$ cat src/rtl/sppu_pkg.sv
// Shared types and constants for the system-exclusive preset/state parser.
// Used by the front, queue, back and top level modules; no dependencies.
package sppu_pkg;

  localparam logic [7:0] ByteStart = 8'hF0;
  localparam logic [7:0] ByteEnd   = 8'hF7;
  localparam logic [7:0] FnPreset  = 8'h14;
  localparam logic [7:0] FnUpdate  = 8'h0E;
  localparam logic [7:0] FnRequest = 8'h21;

  localparam int unsigned QueueDepthDefault = 2;

  localparam logic [1:0] KindPreset  = 2'd0;
  localparam logic [1:0] KindRequest = 2'd1;
  localparam logic [1:0] KindEffect  = 2'd2;
  localparam logic [1:0] KindBegin   = 2'd3;

  typedef enum logic [1:0] {
    OP_START = 2'd0,
    OP_END   = 2'd1,
    OP_DATA  = 2'd2
  } op_e;

  typedef struct packed {
    op_e        op;
    logic [7:0] data;
  } cmd_t;

  function automatic logic [7:0] header_byte(input logic [1:0] k);
    logic [7:0] b;
    case (k)
      2'd0:    b = 8'h00;
      2'd1:    b = 8'h01;
      2'd2:    b = 8'h74;
      default: b = 8'h03;
    endcase
    return b;
  endfunction

endpackage

$ cat src/rtl/sppu_front.sv
// Input side: accepts words and tags them as start, end or data commands.
// Depends on sppu_pkg.
module sppu_front (
  input  logic              in_valid_i,
  input  logic [7:0]        data_byte_i,
  input  logic              q_full_i,
  output logic              in_stall_o,
  output logic              push_o,
  output sppu_pkg::cmd_t    cmd_o
);
  import sppu_pkg::*;

  assign in_stall_o = q_full_i;
  assign push_o     = in_valid_i && !q_full_i;

  always_comb begin
    cmd_o.data = data_byte_i;
    if (data_byte_i == ByteStart) begin
      cmd_o.op = OP_START;
    end else if (data_byte_i == ByteEnd) begin
      cmd_o.op = OP_END;
    end else begin
      cmd_o.op = OP_DATA;
    end
  end

endmodule

$ cat src/rtl/sppu_queue.sv
// Short command queue between the front and back sides.
// Depends on sppu_pkg.
module sppu_queue #(
  parameter int unsigned Depth = sppu_pkg::QueueDepthDefault
) (
  input  logic              clk_i,
  input  logic              rst_ni,
  input  logic              push_i,
  input  sppu_pkg::cmd_t    cmd_i,
  input  logic              pop_i,
  output sppu_pkg::cmd_t    cmd_o,
  output logic              empty_o,
  output logic              full_o
);
  import sppu_pkg::*;

  localparam int unsigned PtrW = (Depth > 1) ? $clog2(Depth) : 1;
  localparam int unsigned CntW = $clog2(Depth + 1);
  localparam logic [PtrW-1:0] LastPtr = PtrW'(Depth - 1);
  localparam logic [CntW-1:0] FullCnt = CntW'(Depth);

  cmd_t            mem_q [Depth];
  logic [PtrW-1:0] wr_ptr_q, wr_ptr_d, rd_ptr_q, rd_ptr_d;
  logic [CntW-1:0] count_q, count_d;

  assign empty_o = (count_q == '0);
  assign full_o  = (count_q == FullCnt);
  assign cmd_o   = mem_q[rd_ptr_q];

  always_comb begin
    wr_ptr_d = wr_ptr_q;
    rd_ptr_d = rd_ptr_q;
    count_d  = count_q;
    if (push_i) begin
      wr_ptr_d = (wr_ptr_q == LastPtr) ? '0 : wr_ptr_q + 1'b1;
    end
    if (pop_i) begin
      rd_ptr_d = (rd_ptr_q == LastPtr) ? '0 : rd_ptr_q + 1'b1;
    end
    if (push_i && !pop_i) begin
      count_d = count_q + 1'b1;
    end else if (pop_i && !push_i) begin
      count_d = count_q - 1'b1;
    end
  end

  always_ff @(posedge clk_i or negedge rst_ni) begin
    if (!rst_ni) begin
      wr_ptr_q <= '0;
      rd_ptr_q <= '0;
      count_q  <= '0;
    end else begin
      wr_ptr_q <= wr_ptr_d;
      rd_ptr_q <= rd_ptr_d;
      count_q  <= count_d;
    end
  end

  always_ff @(posedge clk_i) begin
    if (push_i) begin
      mem_q[wr_ptr_q] <= cmd_i;
    end
  end

endmodule

$ cat src/rtl/sppu_back.sv
// Back side: message state, header and checksum tracking, record decode,
// and the output register. Depends on sppu_pkg.
module sppu_back (
  input  logic              clk_i,
  input  logic              rst_ni,
  input  sppu_pkg::cmd_t    cmd_i,
  input  logic              q_empty_i,
  output logic              pop_o,
  input  logic              out_stall_i,
  output logic              out_valid_o,
  output logic [1:0]        event_kind_o,
  output logic [14:0]       preset_number_o,
  output logic [7:0]        effect_id_o,
  output logic [7:0]        effect_value_o,
  output logic              flag_first_o,
  output logic              flag_second_o
);
  import sppu_pkg::*;

  logic       in_msg_q, in_msg_d;
  logic [2:0] byte_idx_q, byte_idx_d;
  logic       hdr_good_q, hdr_good_d;
  logic [7:0] fn_q, fn_d;
  logic [6:0] xor_q, xor_d;
  logic [6:0] ph_q, ph_d, pl_q, pl_d;
  logic [2:0] rec_idx_q, rec_idx_d;
  logic [7:0] rec_q [4];
  logic       rec_we;

  logic        emit;
  logic [1:0]  kind;
  logic [14:0] preset;
  logic [7:0]  eff_id, eff_val;
  logic        f1, f2;
  logic        out_valid_q;
  logic [7:0]  b;

  assign b           = cmd_i.data;
  assign pop_o       = !q_empty_i && (!out_valid_q || !out_stall_i);
  assign out_valid_o = out_valid_q;

  always_comb begin
    in_msg_d   = in_msg_q;
    byte_idx_d = byte_idx_q;
    hdr_good_d = hdr_good_q;
    fn_d       = fn_q;
    xor_d      = xor_q;
    ph_d       = ph_q;
    pl_d       = pl_q;
    rec_idx_d  = rec_idx_q;
    rec_we     = 1'b0;
    emit       = 1'b0;
    kind       = KindPreset;
    preset     = '0;
    eff_id     = '0;
    eff_val    = '0;
    f1         = 1'b0;
    f2         = 1'b0;
    case (cmd_i.op)
      OP_START: begin
        in_msg_d   = 1'b1;
        byte_idx_d = '0;
        hdr_good_d = 1'b1;
        fn_d       = '0;
        xor_d      = ByteStart[6:0];
        ph_d       = '0;
        pl_d       = '0;
        rec_idx_d  = '0;
      end
      OP_END: begin
        if (in_msg_q) begin
          in_msg_d = 1'b0;
          if (hdr_good_q && byte_idx_q >= 3'd5 && xor_q == '0) begin
            if (fn_q == FnPreset) begin
              emit   = 1'b1;
              kind   = KindPreset;
              preset = {1'b0, ph_q, pl_q} + 15'd1;
            end else if (fn_q == FnRequest) begin
              emit = 1'b1;
              kind = KindRequest;
            end
          end
        end
      end
      OP_DATA: begin
        if (in_msg_q) begin
          xor_d = xor_q ^ b[6:0];
          if (byte_idx_q != 3'd7) begin
            byte_idx_d = byte_idx_q + 3'd1;
          end
          if (hdr_good_q) begin
            if (byte_idx_q < 3'd4) begin
              if (b != header_byte(byte_idx_q[1:0])) begin
                hdr_good_d = 1'b0;
              end
            end else if (byte_idx_q == 3'd4) begin
              fn_d = b;
              if (b == FnUpdate) begin
                emit = 1'b1;
                kind = KindBegin;
              end
            end else begin
              if (byte_idx_q == 3'd5) begin
                ph_d = b[6:0];
              end else if (byte_idx_q == 3'd6) begin
                pl_d = b[6:0];
              end
              if (fn_q == FnUpdate) begin
                if (rec_idx_q < 3'd4) begin
                  rec_we    = 1'b1;
                  rec_idx_d = rec_idx_q + 3'd1;
                end else begin
                  rec_idx_d = '0;
                  emit      = 1'b1;
                  kind      = KindEffect;
                  eff_id    = {b[3:0], rec_q[3][6:3]};
                  eff_val   = {rec_q[2][1:0], rec_q[1][6:1]};
                  f1        = !rec_q[0][0];
                  f2        = !rec_q[0][1];
                end
              end
            end
          end
        end
      end
      default: begin
      end
    endcase
  end

  always_ff @(posedge clk_i or negedge rst_ni) begin
    if (!rst_ni) begin
      in_msg_q    <= 1'b0;
      byte_idx_q  <= '0;
      hdr_good_q  <= 1'b0;
      fn_q        <= '0;
      xor_q       <= '0;
      ph_q        <= '0;
      pl_q        <= '0;
      rec_idx_q   <= '0;
      out_valid_q <= 1'b0;
    end else begin
      if (pop_o) begin
        in_msg_q   <= in_msg_d;
        byte_idx_q <= byte_idx_d;
        hdr_good_q <= hdr_good_d;
        fn_q       <= fn_d;
        xor_q      <= xor_d;
        ph_q       <= ph_d;
        pl_q       <= pl_d;
        rec_idx_q  <= rec_idx_d;
      end
      if (pop_o && emit) begin
        out_valid_q <= 1'b1;
      end else if (!out_stall_i) begin
        out_valid_q <= 1'b0;
      end
    end
  end

  always_ff @(posedge clk_i) begin
    if (pop_o && rec_we) begin
      rec_q[rec_idx_q[1:0]] <= b;
    end
    if (pop_o && emit) begin
      event_kind_o    <= kind;
      preset_number_o <= preset;
      effect_id_o     <= eff_id;
      effect_value_o  <= eff_val;
      flag_first_o    <= f1;
      flag_second_o   <= f2;
    end
  end

endmodule

$ cat src/rtl/sysex_preset_state_parser_unit.sv
// Top level of the system-exclusive preset/state parser.
// Instantiates sppu_front, sppu_queue and sppu_back; depends on sppu_pkg.
//
// Takes one MIDI word per cycle on the input channel while the input is not
// stalled and issues at most one event per word: update begins, effect
// record, states requested, or preset shown. A word is written into the
// command queue at the edge that accepts it, and its event is registered in
// the output register when the back end pops and decodes it. The sustained
// rate is one word per cycle while the output is not stalled, set by the
// state update in the back end. The input stalls only when the command queue
// is full, which happens while the output side holds a result under stall.
module sysex_preset_state_parser_unit #(
  parameter int unsigned QueueDepth = sppu_pkg::QueueDepthDefault
) (
  input  logic        clk_i,
  input  logic        rst_ni,
  input  logic        in_valid_i,
  output logic        in_stall_o,
  input  logic [7:0]  data_byte_i,
  output logic        out_valid_o,
  input  logic        out_stall_i,
  output logic [1:0]  event_kind_o,
  output logic [14:0] preset_number_o,
  output logic [7:0]  effect_id_o,
  output logic [7:0]  effect_value_o,
  output logic        flag_first_o,
  output logic        flag_second_o
);
  import sppu_pkg::*;

  cmd_t front_cmd, q_cmd;
  logic push, pop, q_empty, q_full;

  sppu_front u_front (
    .in_valid_i  (in_valid_i),
    .data_byte_i (data_byte_i),
    .q_full_i    (q_full),
    .in_stall_o  (in_stall_o),
    .push_o      (push),
    .cmd_o       (front_cmd)
  );

  sppu_queue #(
    .Depth (QueueDepth)
  ) u_queue (
    .clk_i   (clk_i),
    .rst_ni  (rst_ni),
    .push_i  (push),
    .cmd_i   (front_cmd),
    .pop_i   (pop),
    .cmd_o   (q_cmd),
    .empty_o (q_empty),
    .full_o  (q_full)
  );

  sppu_back u_back (
    .clk_i           (clk_i),
    .rst_ni          (rst_ni),
    .cmd_i           (q_cmd),
    .q_empty_i       (q_empty),
    .pop_o           (pop),
    .out_stall_i     (out_stall_i),
    .out_valid_o     (out_valid_o),
    .event_kind_o    (event_kind_o),
    .preset_number_o (preset_number_o),
    .effect_id_o     (effect_id_o),
    .effect_value_o  (effect_value_o),
    .flag_first_o    (flag_first_o),
    .flag_second_o   (flag_second_o)
  );

  a_new_result_from_queue: assert property (@(posedge clk_i) disable iff (!rst_ni)
    (out_valid_o && (!$past(out_valid_o) || !$past(out_stall_i))) |-> $past(pop))
    else $error("result appeared without a queued word");

  a_effect_fields_clear: assert property (@(posedge clk_i) disable iff (!rst_ni)
    (out_valid_o && event_kind_o != KindEffect) |->
      (effect_id_o == '0 && effect_value_o == '0 && !flag_first_o && !flag_second_o))
    else $error("effect fields set on a non-record event");

  a_preset_field_clear: assert property (@(posedge clk_i) disable iff (!rst_ni)
    (out_valid_o && event_kind_o != KindPreset) |-> (preset_number_o == '0))
    else $error("preset number set on a non-preset event");

  a_no_pop_when_blocked: assert property (@(posedge clk_i) disable iff (!rst_ni)
    (out_valid_o && out_stall_i) |-> !pop)
    else $error("queue popped while result is held");

endmodule

$ cat config.mk
export PLATFORM = sky130hd
export DESIGN_NAME = sysex_preset_state_parser_unit
export DESIGN_NICKNAME = d
export VERILOG_FILES = /design/src/rtl/sppu_pkg.sv /design/src/rtl/sppu_front.sv /design/src/rtl/sppu_queue.sv /design/src/rtl/sppu_back.sv /design/src/rtl/sysex_preset_state_parser_unit.sv
export SDC_FILE = /design/constraint.sdc
export NUM_CORES = 1
export LEC_CHECK = 0
export ABC_AREA = 1
export BUFFER_PORTS_ARGS = -buffer_cell sky130_fd_sc_hd__buf_2
export CELL_PAD_IN_SITES_DETAIL_PLACEMENT = 0
export CELL_PAD_IN_SITES_GLOBAL_PLACEMENT = 1
export CORE_MARGIN = 2
export CORE_UTILIZATION = 35
export DETAILED_ROUTE_END_ITERATION = 8
export GPL_ROUTABILITY_DRIVEN = 1
export HOLD_SLACK_MARGIN = 0.05
export PLACE_DENSITY_LB_ADDON = 0.1
export REMOVE_ABC_BUFFERS = 1
export SKIP_LAST_GASP = 1
export SLEW_MARGIN = 20
export SYNTH_ARGS = -nofsm -noshare
export SYNTH_HDL_FRONTEND = slang
export SYNTH_SLANG_ARGS = --single-unit
$ cat constraint.sdc
create_clock -name clk_i -period 6.69 [get_ports clk_i]
set_clock_uncertainty 0.05 [all_clocks]
set_input_delay 0.3345 -clock clk_i [delete_from_list [all_inputs] [get_ports clk_i]]
set_output_delay 0.3345 -clock clk_i [all_outputs]
set_load 0.005 [all_outputs]
==> metrics <==
status=finished, final reports clean; Crit-path slowest cell=dfrtp_1; CORE AREA=roughly 0.015 mm²; DPL Wire Length=roughly 8400 µm; Final Hold Violating Endpoints=0; clock-pin slew on the worst setup and hold paths=0.07 ns; total gr overflow=0; Rel. slew slack=a little under two fifths; largest net degree at the start of global routing=43; final design utilization=40.9%; Final setup viols=0; area grow syn2layout=14.2%; row cnt=44; critical path cell sequence=inv_2, or2_2, o21ai_0, inv_1, ha_1, inv_2, nor2_1, nor4_1, nand3_1, inv_1, buf_4; DIE AREA=0.0159 mm²; initial antenna violation count=0; Crit path largest cell delay=between 0.5 and 0.6 ns; Least-Margin Pin Slew=a little over 0.9 ns; minimum clock period=3.69 ns; Final WS setup=between 2 and 3 ns; io pins=49; Die X=roughly 130 µm; post-synthesis instance area=approximately 0.0052 mm²; Place WS=a little under 3 ns; fraction of layout cells with a size suffix above 1=~16%; Max Clock Freq=approximately 270 MHz; vias in the first global route=between 3k and 4k; CP Launch Type=flip-flop; Seq/Total Area, Yosys=60.0%; port bufs=48; Max Root-Sink Buffers=2; Critical Path End Type=flip-flop; First-pass DRT Iterations=4; RePlAce Congestion=roughly 0.8; Root Driver=clkbuf_16; most frequent cells in the layout=115 x nand2_1, 80 x inv_1, 74 x nor2_1; Critical Path RT=around 6.7 ns; Crit Path Category=reg2reg; clock latency on the worst-skew pair=0.36 ns; H-tree depth=3; via count=between 3k and 4k; setup TNS=0 ns; post-synth cell types=34; Power Density=420 mW/mm²; YS warnings=0; MaxCap Viol Count=0; r2r setup slk=around 3.0 ns; Worst Path Arrival=approximately 3.7 ns; RSZ-0062 raised after global routing=no; first-pass GRT wire length=18,100 µm; total CTS buffers=9; #FFs+latches synth=111; Hold Path Class=in2reg; fin. max-slew vios=0; antenna cell count=0; GRT Overall Usage=between 10% and 20%; via-per-instance ratio=about 4.6; Final nets=621; starting DRC count in detailed routing=around 210; Gate Count Post-Synth=roughly 540; Total Wirelength=roughly 11,000 µm; CTS sink count=about 110; Fill cells=between 1k and 1.5k; commonest non-fill, non-tap cell in the layout=nand2_1; Die H=between 100 and 150 µm; CP max FO=25; CTS tree=built; part of the cycle the worst path needs=a little under three fifths; VDD IR max=roughly 0.00014 V; Lkg Pwr=2.59 nW; DRC viols=0; initial core utilization=35.8%; WL per Instance=about 14 µm; post-route ant nets=0; Mean Syn Cell Area=roughly 9.6 µm²
[critical path: cells and delay by family (launching register included)]
| family | cells | cell delay [ns] |
|---|---|---|
| AOI/OAI and AO/OA | 1 | 0.16 |
| DFF | 1 | 0.59 |
| and+or+nand+nor | 4 | 0.78 |
| adders and majority gates | 1 | 0.39 |
| buffers and inverters | 5 | 1.40 |
[stage by stage]
step	hold WS (ns)	instances	area, µm²	power [mW]
after detailed placement	0.429	766	5610	1.95
final	0.132	783	5940	2.50
after CTS	0.118	782	5930	2.54
after global placement	0.425	766	5610	1.94
after floorplan	-0.0111	533	5140	1.65
after global routing	0.129	783	5940	2.69
[layout make-up]
type	instances	area [µm²]	area share (%)
repair buffers	50	260	4.38
well taps	184	230	3.87
flip-flops and latches	111	3120	52.5
clock buffers	11	233	3.92
clock inverters	5	83.8	1.41
inverters	88	330	5.56
multi-input cells	334	1680	28.3
[worst paths after layout]
kind / endpoint / startpoint / cells past startpoint
max in group asynchronous: u_back.xor_q[3] / rst_ni / 2
min in group asynchronous: u_back.ph_q[4] / rst_ni / 2
min: u_queue.mem_q[0][7] / data_byte_i[7] / 1
max: u_back.preset_number_o[10] / u_queue.rd_ptr_q / 11
max reg2reg: u_back.preset_number_o[10] / u_queue.rd_ptr_q / 11
min reg2reg: u_back.fn_q[0] / u_back.fn_q[0] / 2
[what timing repair did]
action                                  4_1_cts  5_1_grt
setup buffers                                 0        0
endpoints found under the setup margin        0        0
gates resized for setup                       0        0
hold buffers                                  0        1
hold endpoints to repair                      0       42
[kinds of logic after synthesis]
family / Yosys count / share of synthesized area, %
AOI/OAI and AO/OA: 63 / 7.16
xor gates and xnor gates: 5 / 0.841
adders and majority gates: 15 / 3.60
buffers and inverters: 98 / 7.69
DFF: 111 / 60.0
and+or+nand+nor: 251 / 20.7
[synthesized netlist by cell type]
library cell,n,area (µm²)
a22o_1,2,17.5
a22oi_1,1,7.51
dfrtp_1,42,1050
xor2_1,3,26.3
o21ai_2,8,70.1
xnor2_1,2,17.5
nor4b_1,1,8.76
nor2_4,1,11.3
nand2_1,115,432
or2_2,2,12.5
nor2_1,74,278
nor3_1,12,60.1
o31ai_1,1,7.51
buf_6,3,33.8
nand2_4,2,22.5
nand2_2,6,37.5
edfxtp_1,69,2070
nor4_1,2,12.5
nor3_2,1,10.0
a21oi_1,12,60.1
nor2_2,4,25.0
clkbuf_1,1,3.75
a21oi_2,1,8.76
o21ai_0,20,100
nand3_1,23,115
o21ai_1,17,85.1
ha_1,15,188
buf_2,5,25.0
nand4_1,5,31.3
inv_2,8,30.0
nand3b_1,3,22.5
inv_1,80,300
o21ai_4,1,16.3
buf_4,1,7.51
[metal layers]
layer | wire, µm | vias up | GRT usage, %
met1 | 5140 | 1663 | 18.9
li1 | - | 1865 | -
met5 | 0 | - | 0
met2 | 5480 | 65 | 24.7
met3 | 414 | 17 | 2.55
met4 | 310 | 0 | 7.37
[where the power goes]
| group | switching, mW | leakage [nW] | internal [mW] |
|---|---|---|---|
| logic | 0.612 | 1.29 | 0.265 |
| clock network | 0.246 | 0.146 | 0.330 |
| registers | 0.118 | 1.16 | 0.927 |
| total | 0.976 | 2.59 | 1.52 |
[registers in the layout (all words and copies together), names as in the netlist, 7 cells and up]
register,flops
effect_value_o,8
u_back.fn_q,8
u_back.ph_q,7
u_back.pl_q,7
u_back.preset_number_o,15
u_back.rec_q,14
u_back.xor_q,7
u_queue.mem_q,20
(Power assumes the default switching activity.)
